**config.mk**
```make
export PLATFORM = sky130hd
export DESIGN_NAME = heart_rate_beat_detector
export DESIGN_NICKNAME = d
export VERILOG_FILES = /design/src/hdl/hrbd_pkg.sv /design/src/hdl/hrbd_div.sv /design/src/hdl/heart_rate_beat_detector.sv
export SDC_FILE = /design/constraint.sdc
export NUM_CORES = 1
export LEC_CHECK = 0
export ABC_CLOCK_PERIOD_IN_PS = 7250
export BUFFER_PORTS_ARGS = -buffer_cell sky130_fd_sc_hd__buf_2
export CAP_MARGIN = 20
export CORE_ASPECT_RATIO = 1.1
export CORE_MARGIN = 2
export CORE_UTILIZATION = 55
export CTS_CLUSTER_DIAMETER = 60
export DETAILED_ROUTE_END_ITERATION = 7
export GPL_TIMING_DRIVEN = 0
export PLACE_DENSITY_LB_ADDON = 0.2
export SLEW_MARGIN = 20
export SYNTH_ARGS = -nofsm -noshare
export SYNTH_HDL_FRONTEND = slang
export SYNTH_SLANG_ARGS = --single-unit
```
**constraint.sdc**
```tcl
create_clock -name i_clk -period 7.25 [get_ports i_clk]
set_input_delay 1.0875 -clock i_clk [delete_from_list [all_inputs] [get_ports i_clk]]
set_output_delay 1.0875 -clock i_clk [all_outputs]
set_load 0.02 [all_outputs]
```
**src/hdl/hrbd_pkg.sv**
```systemverilog
`default_nettype none

package hrbd_pkg;

    // item action codes
    localparam logic [1:0] ACT_TICK   = 2'd0;
    localparam logic [1:0] ACT_SAMPLE = 2'd1;
    localparam logic [1:0] ACT_PRESS  = 2'd2;

    // configuration register indexes
    localparam int CFG_INDEX_WIDTH = 3;
    localparam int CFG_DATA_WIDTH  = 17;
    localparam logic [CFG_INDEX_WIDTH-1:0] REG_TRIGGER    = 3'd0;
    localparam logic [CFG_INDEX_WIDTH-1:0] REG_RELEASE    = 3'd1;
    localparam logic [CFG_INDEX_WIDTH-1:0] REG_REFRACTORY = 3'd2;
    localparam logic [CFG_INDEX_WIDTH-1:0] REG_DEBOUNCE   = 3'd3;
    localparam logic [CFG_INDEX_WIDTH-1:0] REG_TPM        = 3'd4;
    localparam logic [CFG_INDEX_WIDTH-1:0] REG_RATE_CAP   = 3'd5;

    // fixed field widths
    localparam int LEVEL_WIDTH    = 12;
    localparam int REFR_WIDTH     = 8;
    localparam int AGE_WIDTH      = 16;
    localparam int TPM_WIDTH      = 17;
    localparam int RATE_WIDTH     = 10;
    localparam int INTERVAL_WIDTH = 17;
    localparam int CMP_WIDTH      = 16;

    // register reset values
    localparam logic [LEVEL_WIDTH-1:0] TRIGGER_RST    = 12'd1923;
    localparam logic [LEVEL_WIDTH-1:0] RELEASE_RST    = 12'd1675;
    localparam logic [REFR_WIDTH-1:0]  REFRACTORY_RST = 8'd2;
    localparam logic [AGE_WIDTH-1:0]   DEBOUNCE_RST   = 16'd300;
    localparam logic [TPM_WIDTH-1:0]   TPM_RST        = 17'd60000;
    localparam logic [RATE_WIDTH-1:0]  RATE_CAP_RST   = 10'd999;

    // parameter defaults
    localparam int COUNT_WIDTH_DEF  = 17;
    localparam int SAMPLE_WIDTH_DEF = 12;

    // divider status toward the sequencer
    typedef struct packed {
        logic busy;
        logic done;
    } t_div_stat;

endpackage

`default_nettype wire

```
**src/hdl/hrbd_div.sv**
```systemverilog
`default_nettype none

// Restoring divider, one quotient bit per cycle, result capped.
module hrbd_div #(
    parameter int COUNT_WIDTH = hrbd_pkg::COUNT_WIDTH_DEF
) (
    input  wire logic                            i_clk,
    input  wire logic                            i_rst_n,
    input  wire logic                            i_start,
    input  wire logic [hrbd_pkg::TPM_WIDTH-1:0]  i_dividend,
    input  wire logic [COUNT_WIDTH-1:0]          i_divisor,
    input  wire logic [hrbd_pkg::RATE_WIDTH-1:0] i_cap,
    output hrbd_pkg::t_div_stat                  o_stat,
    output logic      [hrbd_pkg::RATE_WIDTH-1:0] o_result
);

    localparam int STEPS = hrbd_pkg::TPM_WIDTH;
    localparam int CNT_W = $clog2(STEPS);

    logic                   r_busy;
    logic                   r_done;
    logic [CNT_W-1:0]       r_cnt;
    logic [COUNT_WIDTH-1:0] r_rem;
    logic [STEPS-1:0]       r_quo;
    logic [COUNT_WIDTH-1:0] r_dvs;
    logic                   r_zero;

    logic [COUNT_WIDTH:0]   rem_sh;
    logic [COUNT_WIDTH+1:0] diff;
    logic                   fits;

    assign rem_sh = {r_rem, r_quo[STEPS-1]};
    assign diff   = {1'b0, rem_sh} - (COUNT_WIDTH+2)'(r_dvs);
    assign fits   = ~diff[COUNT_WIDTH+1];

    always_ff @(posedge i_clk) begin
        if (!i_rst_n) begin
            r_busy <= 1'b0;
            r_done <= 1'b0;
            r_cnt  <= '0;
        end else begin
            r_done <= 1'b0;
            if (i_start) begin
                r_busy <= 1'b1;
                r_cnt  <= '0;
            end else if (r_busy) begin
                r_cnt <= r_cnt + 1'b1;
                if (r_cnt == CNT_W'(STEPS - 1)) begin
                    r_busy <= 1'b0;
                    r_done <= 1'b1;
                end
            end
        end
    end

    always_ff @(posedge i_clk) begin
        if (i_start) begin
            r_rem  <= '0;
            r_quo  <= i_dividend;
            r_dvs  <= i_divisor;
            r_zero <= (i_divisor == '0);
        end else if (r_busy) begin
            r_rem <= fits ? diff[COUNT_WIDTH-1:0] : rem_sh[COUNT_WIDTH-1:0];
            r_quo <= {r_quo[STEPS-2:0], fits};
        end
    end

    always_comb begin
        if (r_zero) begin
            o_result = '0;
        end else if (r_quo > STEPS'(i_cap)) begin
            o_result = i_cap;
        end else begin
            o_result = r_quo[hrbd_pkg::RATE_WIDTH-1:0];
        end
    end

    assign o_stat.busy = r_busy;
    assign o_stat.done = r_done;

endmodule

`default_nettype wire

```
**src/hdl/heart_rate_beat_detector.sv**
```systemverilog
`default_nettype none

// Beat detector and rate meter. Each input item is a millisecond tick, a
// converter sample or a start-button press, and each item gives exactly one
// result item. A sample at or above trigger_level sets the beat level once
// the interval count exceeds refractory_ticks (or while the first beat after
// start is awaited); a sample below release_level clears it. While running,
// a rising beat edge restarts the interval count: the first edge after start
// only syncs, each later edge captures the interval and flags rate_valid.
// beats_per_minute is ticks_per_minute / interval, capped at rate_cap, and 0
// for a zero interval. Presses toggle running when more than debounce_ticks
// ticks have passed since the last accepted press. A single 17-step restoring
// divider (one quotient bit per cycle) recomputes the rate for every item: an
// item is accepted, its quotient collected and its result handed on to the
// output register before the next item is taken. That register lets the next
// item be accepted while a result waits. The user must write configuration
// (i_cfg_we/i_cfg_index/i_cfg_data) only while idle, unenforced by the block.
module heart_rate_beat_detector #(
    parameter int COUNT_WIDTH  = hrbd_pkg::COUNT_WIDTH_DEF,
    parameter int SAMPLE_WIDTH = hrbd_pkg::SAMPLE_WIDTH_DEF
) (
    input  wire logic                                i_clk,
    input  wire logic                                i_rst_n,
    // configuration
    input  wire logic                                i_cfg_we,
    input  wire logic [hrbd_pkg::CFG_INDEX_WIDTH-1:0] i_cfg_index,
    input  wire logic [hrbd_pkg::CFG_DATA_WIDTH-1:0] i_cfg_data,
    // input items
    input  wire logic                                i_in_valid,
    output logic                                     o_in_ready,
    input  wire logic [1:0]                          i_action,
    input  wire logic [SAMPLE_WIDTH-1:0]             i_sample,
    // result items
    output logic                                     o_out_valid,
    input  wire logic                                i_out_ready,
    output logic                                     o_beat_active,
    output logic                                     o_running,
    output logic                                     o_awaiting_first,
    output logic                                     o_rate_valid,
    output logic [hrbd_pkg::INTERVAL_WIDTH-1:0]      o_interval_ticks,
    output logic [hrbd_pkg::RATE_WIDTH-1:0]          o_beats_per_minute
);

    typedef enum logic [1:0] {
        S_IDLE,
        S_DIV,
        S_WAIT
    } t_state;

    localparam int CMPW = hrbd_pkg::CMP_WIDTH;

    t_state r_state;

    // configuration registers
    logic [hrbd_pkg::LEVEL_WIDTH-1:0] r_trig;
    logic [hrbd_pkg::LEVEL_WIDTH-1:0] r_rel;
    logic [hrbd_pkg::REFR_WIDTH-1:0]  r_refr;
    logic [hrbd_pkg::AGE_WIDTH-1:0]   r_deb;
    logic [hrbd_pkg::TPM_WIDTH-1:0]   r_tpm;
    logic [hrbd_pkg::RATE_WIDTH-1:0]  r_cap;

    // detector state
    logic                           r_beat, n_beat;
    logic                           r_prev, n_prev;
    logic                           r_first, n_first;
    logic                           r_run, n_run;
    logic [COUNT_WIDTH-1:0]         r_cnt, n_cnt;
    logic [hrbd_pkg::AGE_WIDTH-1:0] r_age, n_age;
    logic [COUNT_WIDTH-1:0]         r_capt, n_capt;
    logic                           n_captured;

    // result held while the rate is computed
    logic                            r_pend_capt;
    logic [hrbd_pkg::RATE_WIDTH-1:0] r_pend_bpm;

    logic                            accept;
    logic                            slot_free;
    hrbd_pkg::t_div_stat             div_stat;
    logic [hrbd_pkg::RATE_WIDTH-1:0] div_result;

    assign o_in_ready = (r_state == S_IDLE);
    assign accept     = i_in_valid && o_in_ready;
    assign slot_free  = !o_out_valid || i_out_ready;

    // next detector state for the item being accepted
    always_comb begin
        n_beat     = r_beat;
        n_run      = r_run;
        n_cnt      = r_cnt;
        n_age      = r_age;
        n_capt     = r_capt;
        n_first    = r_first;
        n_prev     = r_prev;
        n_captured = 1'b0;

        case (i_action)
            hrbd_pkg::ACT_TICK: begin
                if (r_cnt != '1) begin
                    n_cnt = r_cnt + 1'b1;
                end
                if (r_age != '1) begin
                    n_age = r_age + 1'b1;
                end
            end
            hrbd_pkg::ACT_SAMPLE: begin
                if ((CMPW'(i_sample) >= CMPW'(r_trig)) &&
                    ((r_cnt > COUNT_WIDTH'(r_refr)) || r_first)) begin
                    n_beat = 1'b1;
                end else if (CMPW'(i_sample) < CMPW'(r_rel)) begin
                    n_beat = 1'b0;
                end
            end
            hrbd_pkg::ACT_PRESS: begin
                if (r_age > r_deb) begin
                    n_run = !r_run;
                    n_age = '0;
                end
            end
            default: begin
            end
        endcase

        // edge logic after every item
        if (n_run) begin
            if (n_beat && !r_prev) begin
                if (r_first) begin
                    n_first = 1'b0;
                end else begin
                    n_capt     = n_cnt;
                    n_captured = 1'b1;
                end
                n_cnt = '0;
            end
            n_prev = n_beat;
        end else begin
            n_first = 1'b1;
            n_prev  = 1'b0;
        end
    end

    hrbd_div #(
        .COUNT_WIDTH (COUNT_WIDTH)
    ) u_div (
        .i_clk      (i_clk),
        .i_rst_n    (i_rst_n),
        .i_start    (accept),
        .i_dividend (r_tpm),
        .i_divisor  (n_capt),
        .i_cap      (r_cap),
        .o_stat     (div_stat),
        .o_result   (div_result)
    );

    // sequencer, detector state, configuration and output valid
    always_ff @(posedge i_clk) begin
        if (!i_rst_n) begin
            r_state     <= S_IDLE;
            o_out_valid <= 1'b0;
            r_trig      <= hrbd_pkg::TRIGGER_RST;
            r_rel       <= hrbd_pkg::RELEASE_RST;
            r_refr      <= hrbd_pkg::REFRACTORY_RST;
            r_deb       <= hrbd_pkg::DEBOUNCE_RST;
            r_tpm       <= hrbd_pkg::TPM_RST;
            r_cap       <= hrbd_pkg::RATE_CAP_RST;
            r_beat      <= 1'b0;
            r_prev      <= 1'b0;
            r_first     <= 1'b1;
            r_run       <= 1'b0;
            r_cnt       <= '0;
            r_age       <= '0;
            r_capt      <= '0;
        end else begin
            if (i_cfg_we) begin
                case (i_cfg_index)
                    hrbd_pkg::REG_TRIGGER:    r_trig <= i_cfg_data[hrbd_pkg::LEVEL_WIDTH-1:0];
                    hrbd_pkg::REG_RELEASE:    r_rel  <= i_cfg_data[hrbd_pkg::LEVEL_WIDTH-1:0];
                    hrbd_pkg::REG_REFRACTORY: r_refr <= i_cfg_data[hrbd_pkg::REFR_WIDTH-1:0];
                    hrbd_pkg::REG_DEBOUNCE:   r_deb  <= i_cfg_data[hrbd_pkg::AGE_WIDTH-1:0];
                    hrbd_pkg::REG_TPM:        r_tpm  <= i_cfg_data[hrbd_pkg::TPM_WIDTH-1:0];
                    hrbd_pkg::REG_RATE_CAP:   r_cap  <= i_cfg_data[hrbd_pkg::RATE_WIDTH-1:0];
                    default: begin
                    end
                endcase
            end

            // in S_WAIT the handoff below decides the valid on its own
            if (o_out_valid && i_out_ready && (r_state != S_WAIT)) begin
                o_out_valid <= 1'b0;
            end

            case (r_state)
                S_IDLE: begin
                    if (accept) begin
                        r_beat  <= n_beat;
                        r_prev  <= n_prev;
                        r_first <= n_first;
                        r_run   <= n_run;
                        r_cnt   <= n_cnt;
                        r_age   <= n_age;
                        r_capt  <= n_capt;
                        r_state <= S_DIV;
                    end
                end
                S_DIV: begin
                    if (div_stat.done) begin
                        r_state <= S_WAIT;
                    end
                end
                S_WAIT: begin
                    if (slot_free) begin
                        o_out_valid <= 1'b1;
                        r_state     <= S_IDLE;
                    end
                end
                default: begin
                    r_state <= S_IDLE;
                end
            endcase
        end
    end

    // payload registers
    always_ff @(posedge i_clk) begin
        if (accept) begin
            r_pend_capt <= n_captured;
        end
        if (r_state == S_DIV && div_stat.done) begin
            r_pend_bpm <= div_result;
        end
        if (r_state == S_WAIT && slot_free) begin
            o_beat_active      <= r_beat;
            o_running          <= r_run;
            o_awaiting_first   <= r_first;
            o_rate_valid       <= r_pend_capt;
            o_interval_ticks   <= hrbd_pkg::INTERVAL_WIDTH'(r_capt);
            o_beats_per_minute <= r_pend_bpm;
        end
    end

`ifndef SYNTHESIS
    a_div_starts: assert property (@(posedge i_clk) disable iff (!i_rst_n)
        accept |=> div_stat.busy)
        else $error("divider did not start after item");

    a_busy_blocks: assert property (@(posedge i_clk) disable iff (!i_rst_n)
        div_stat.busy |-> !o_in_ready)
        else $error("item accepted while divider busy");

    a_done_in_div: assert property (@(posedge i_clk) disable iff (!i_rst_n)
        div_stat.done |-> (r_state == S_DIV))
        else $error("divider result outside divide state");

    a_capture_ok: assert property (@(posedge i_clk) disable iff (!i_rst_n)
        (o_out_valid && o_rate_valid) |-> (o_running && !o_awaiting_first))
        else $error("capture flagged while stopped or unsynced");

    a_stop_rearms: assert property (@(posedge i_clk) disable iff (!i_rst_n)
        (o_out_valid && !o_running) |-> o_awaiting_first)
        else $error("stopped without awaiting first beat");
`endif

endmodule

`default_nettype wire

```
==> flow_summary.ini <==
[setup_path]
worst_setup_path_start_kind = flip-flop
path_buf_inv = 3
worstPathRequired_ns = 7.49
slowest_delay_ns = 0.49
path_class = reg2reg
path_delay_family = compound AO/OA/AOI/OAI gates
arrival_ns = 3.75
path_max_fanout = 10
end_kind = flip-flop
cp_common_cell = o31ai_1
cp_cell_sequence = inv_1 -> ha_1 -> fa_1 -> nor2b_1 -> o31ai_1 -> a211oi_1 -> nor2_1 -> o31ai_1 -> nor3_1 -> clkbuf_1 -> buf_2 -> a21oi_1
rrSetupSlack_ns = 3.75
crit_slowest_cell = o31ai_1

[timing]
maxClockFrequency_ghz = 0.286
setup_ws_ns = 3.75
whs_ns = 0.415
setup_viol = 0
fin_crit_ns = 3.50
fin_crit_sh_pct = 48.3
relSlewSlack_pct = 34.4
final.setup_skew_ns = 0.00793
worstMarginPinSlew_ns = 0.980
rsz0062_at_grt = false
slew_viol_final = 0
finalHoldViolations = 0
fin_setup_tns_ns = 0

[place]
dpl_worst_slack_ns = 3.29
hpwl_um = 21500
port_buffers = 69
gp_congestion = 0.862

[final_layout]
multi_input_area_sq_mm = 0.00611
fin_nets = 1555
num_antenna_cells = 0
num-fill-cells = 1901
area_growth_pct = 13.1
final_common_cell = nand2_1
drive_above_1_share_pct = 11.1
final_cell_mix = nand2_1 (263), dfxtp_1 (156), inv_1 (88), ha_1 (78)
seq_area_sq_mm = 0.00544

[clock_network]
numCtsBuffers = 25
clock_insertion_delay_worst_skew_ns = 0.52
cts_buffer_depth = 3
post_cts_buffers = 0
htree_levels = 1
clkTransAtPathRegs_ns = 0.06
cts.sink_count = 233
holdBufCountCts = 0
clock-root-buffer = clkbuf_16
tritoncts = built
cts_resized = 0

[global_route]
antenna_found_initial = 0
grt_pass1_vias = 9230
grt_pass1_wl_um = 46200
grt_max_degree = 29
gr-usage-all-layers_pct = 24.1
grt_overflow = 0

[die]
die_w_um = 146
chipHeight_um = 160
dieArea_sq_mm = 0.0234
rows = 57
start_util_pct = 55.6
boundaryPins = 72
coreArea_sq_mm = 0.0220

[yosys]
synth-edff-count = 77
synthCells = 1340
ys_warn_count = 0
async_flop_share_pct = 0
avgSynthCellArea_sq_um = 9.11
ys_types = 67
synth_nets = 1458
yosysSeqAreaShare_pct = 44.5
netlist_area_sq_mm = 0.0122
ys.flop_type = dfxtp_1
synth_seq_cells = 233

[routing]
vias = 9601
wl_per_cell_um = 16.2
drt_pass1_iterations = 5
ant_nets = 0
drc = 0
drt_iter0_markers = 633
via_per_inst = 5.48
drt-total-wl_um = 28300

[power]
powerDensity_mw_per_mm2 = 225
p_leak_nw = 5.74
ir_drop_v = 0.000164

[flow_run]
cap_violations = 0

[hold_path]
min_path_type = reg2reg

[run_status]
status = finished clean
-- path summary, 6_finish.rpt --
path / startpoint / cells past startpoint / end
worst max-delay path: u_div.r_quo[16] / 12 / u_div.r_quo[0]
worst min register to register: r_pend_capt / 0 / o_rate_valid
worst max register to register: u_div.r_quo[16] / 12 / u_div.r_quo[0]
worst min-delay path: r_pend_capt / 0 / o_rate_valid
-- state kept, by name (all words and copies together) (netlist names), 10 cells and up --
register	cells
u_div.r_quo	17
u_div.r_rem	17
r_pend_bpm	10
r_capt	17
r_age	16
u_div.r_dvs	17
o_beats_per_minute	10
r_tpm	17
o_interval_ticks	17
r_deb	16
r_trig	12
r_cnt	17
r_rel	12
r_cap	10
-- synth_stat cells, types with 3 or more instances --
cell type	instances	share of area, %
nand2b_1	29	1.5
nor2_1	77	2.4
xnor2_1	19	1.4
o31ai_1	3	0.18
o2111ai_1	5	0.36
ha_1	78	8.0
and2_1	6	0.31
mux2i_1	36	3.0
o21ai_0	46	1.9
nor3_1	25	1.0
and4_1	3	0.22
or2_2	5	0.26
o21a_1	12	0.74
mux2_4	17	2.1
inv_1	88	2.7
nand4_1	23	1.2
a211oi_1	7	0.43
buf_1	3	0.092
a31oi_1	4	0.21
xor2_1	24	1.7
nor4_1	9	0.46
nand2_1	263	8.1
a21o_1	19	1.2
o211ai_1	38	2.3
o31a_1	5	0.36
or4_1	4	0.25
edfxtp_1	77	19
buf_2	5	0.21
buf_4	3	0.18
nand3_1	26	1.1
a21boi_0	46	2.8
and3_1	28	1.4
clkbuf_1	49	1.5
a21oi_1	54	2.2
nor2b_1	9	0.46
buf_6	4	0.37
dfxtp_1	156	26
-- cell families (layout without fill, tap and decap cells) --
logic type	Yosys count	after routing	share of synthesized area [%]
AOI/OAI and AO/OA	254	254	13.9
xor gates and xnor gates	43	43	3.09
adders and majority gates	79	79	8.16
buffers and inverters	155	271	5.42
DFF	233	233	44.5
muxes	54	54	5.14
and+or+nand+nor	522	522	19.8
-- routing by layer --
layer  GRT usage (%)  share of wire (%)  vias to the layer above
li1                -                  -                     4862
met3            2.74                4.2                       37
met2            42.5                 49                      174
met1            31.9                 45                     4528
met5               0                  0                        -
met4            5.52                1.6                        0
-- cell type report --
| type | instances | area share [%] |
|---|---|---|
| multi-input combinational | 952 | 44.3 |
| clock inverter | 12 | 0.862 |
| clock buffer | 34 | 5.24 |
| tap | 295 | 2.68 |
| buffer | 66 | 2.39 |
| timing repair buffer | 70 | 2.70 |
| sequential | 233 | 39.4 |
| inverter | 89 | 2.42 |
-- where the power goes --
| group | switching (W) | internal (W) |
|---|---|---|
| clock | 0.000516 | 0.000772 |
| combinational | 0.000236 | 0.000147 |
| sequential | 0.0000328 | 0.00140 |
-- per-stage QoR --
step           cell area, sq um  cells  utilization, %  total power (W)
6_report                  13800   1751            62.8          0.00310
5_1_grt                   13800   1751            62.8          0.00323
2_1_floorplan             12200   1340               -          0.00172
3_3_place_gp              12900   1704            58.8          0.00182
4_1_cts                   13800   1751            62.8          0.00312
3_5_place_dp              13000   1705            59.0          0.00184
No activity file was read; power rests on OpenSTA's default activity.
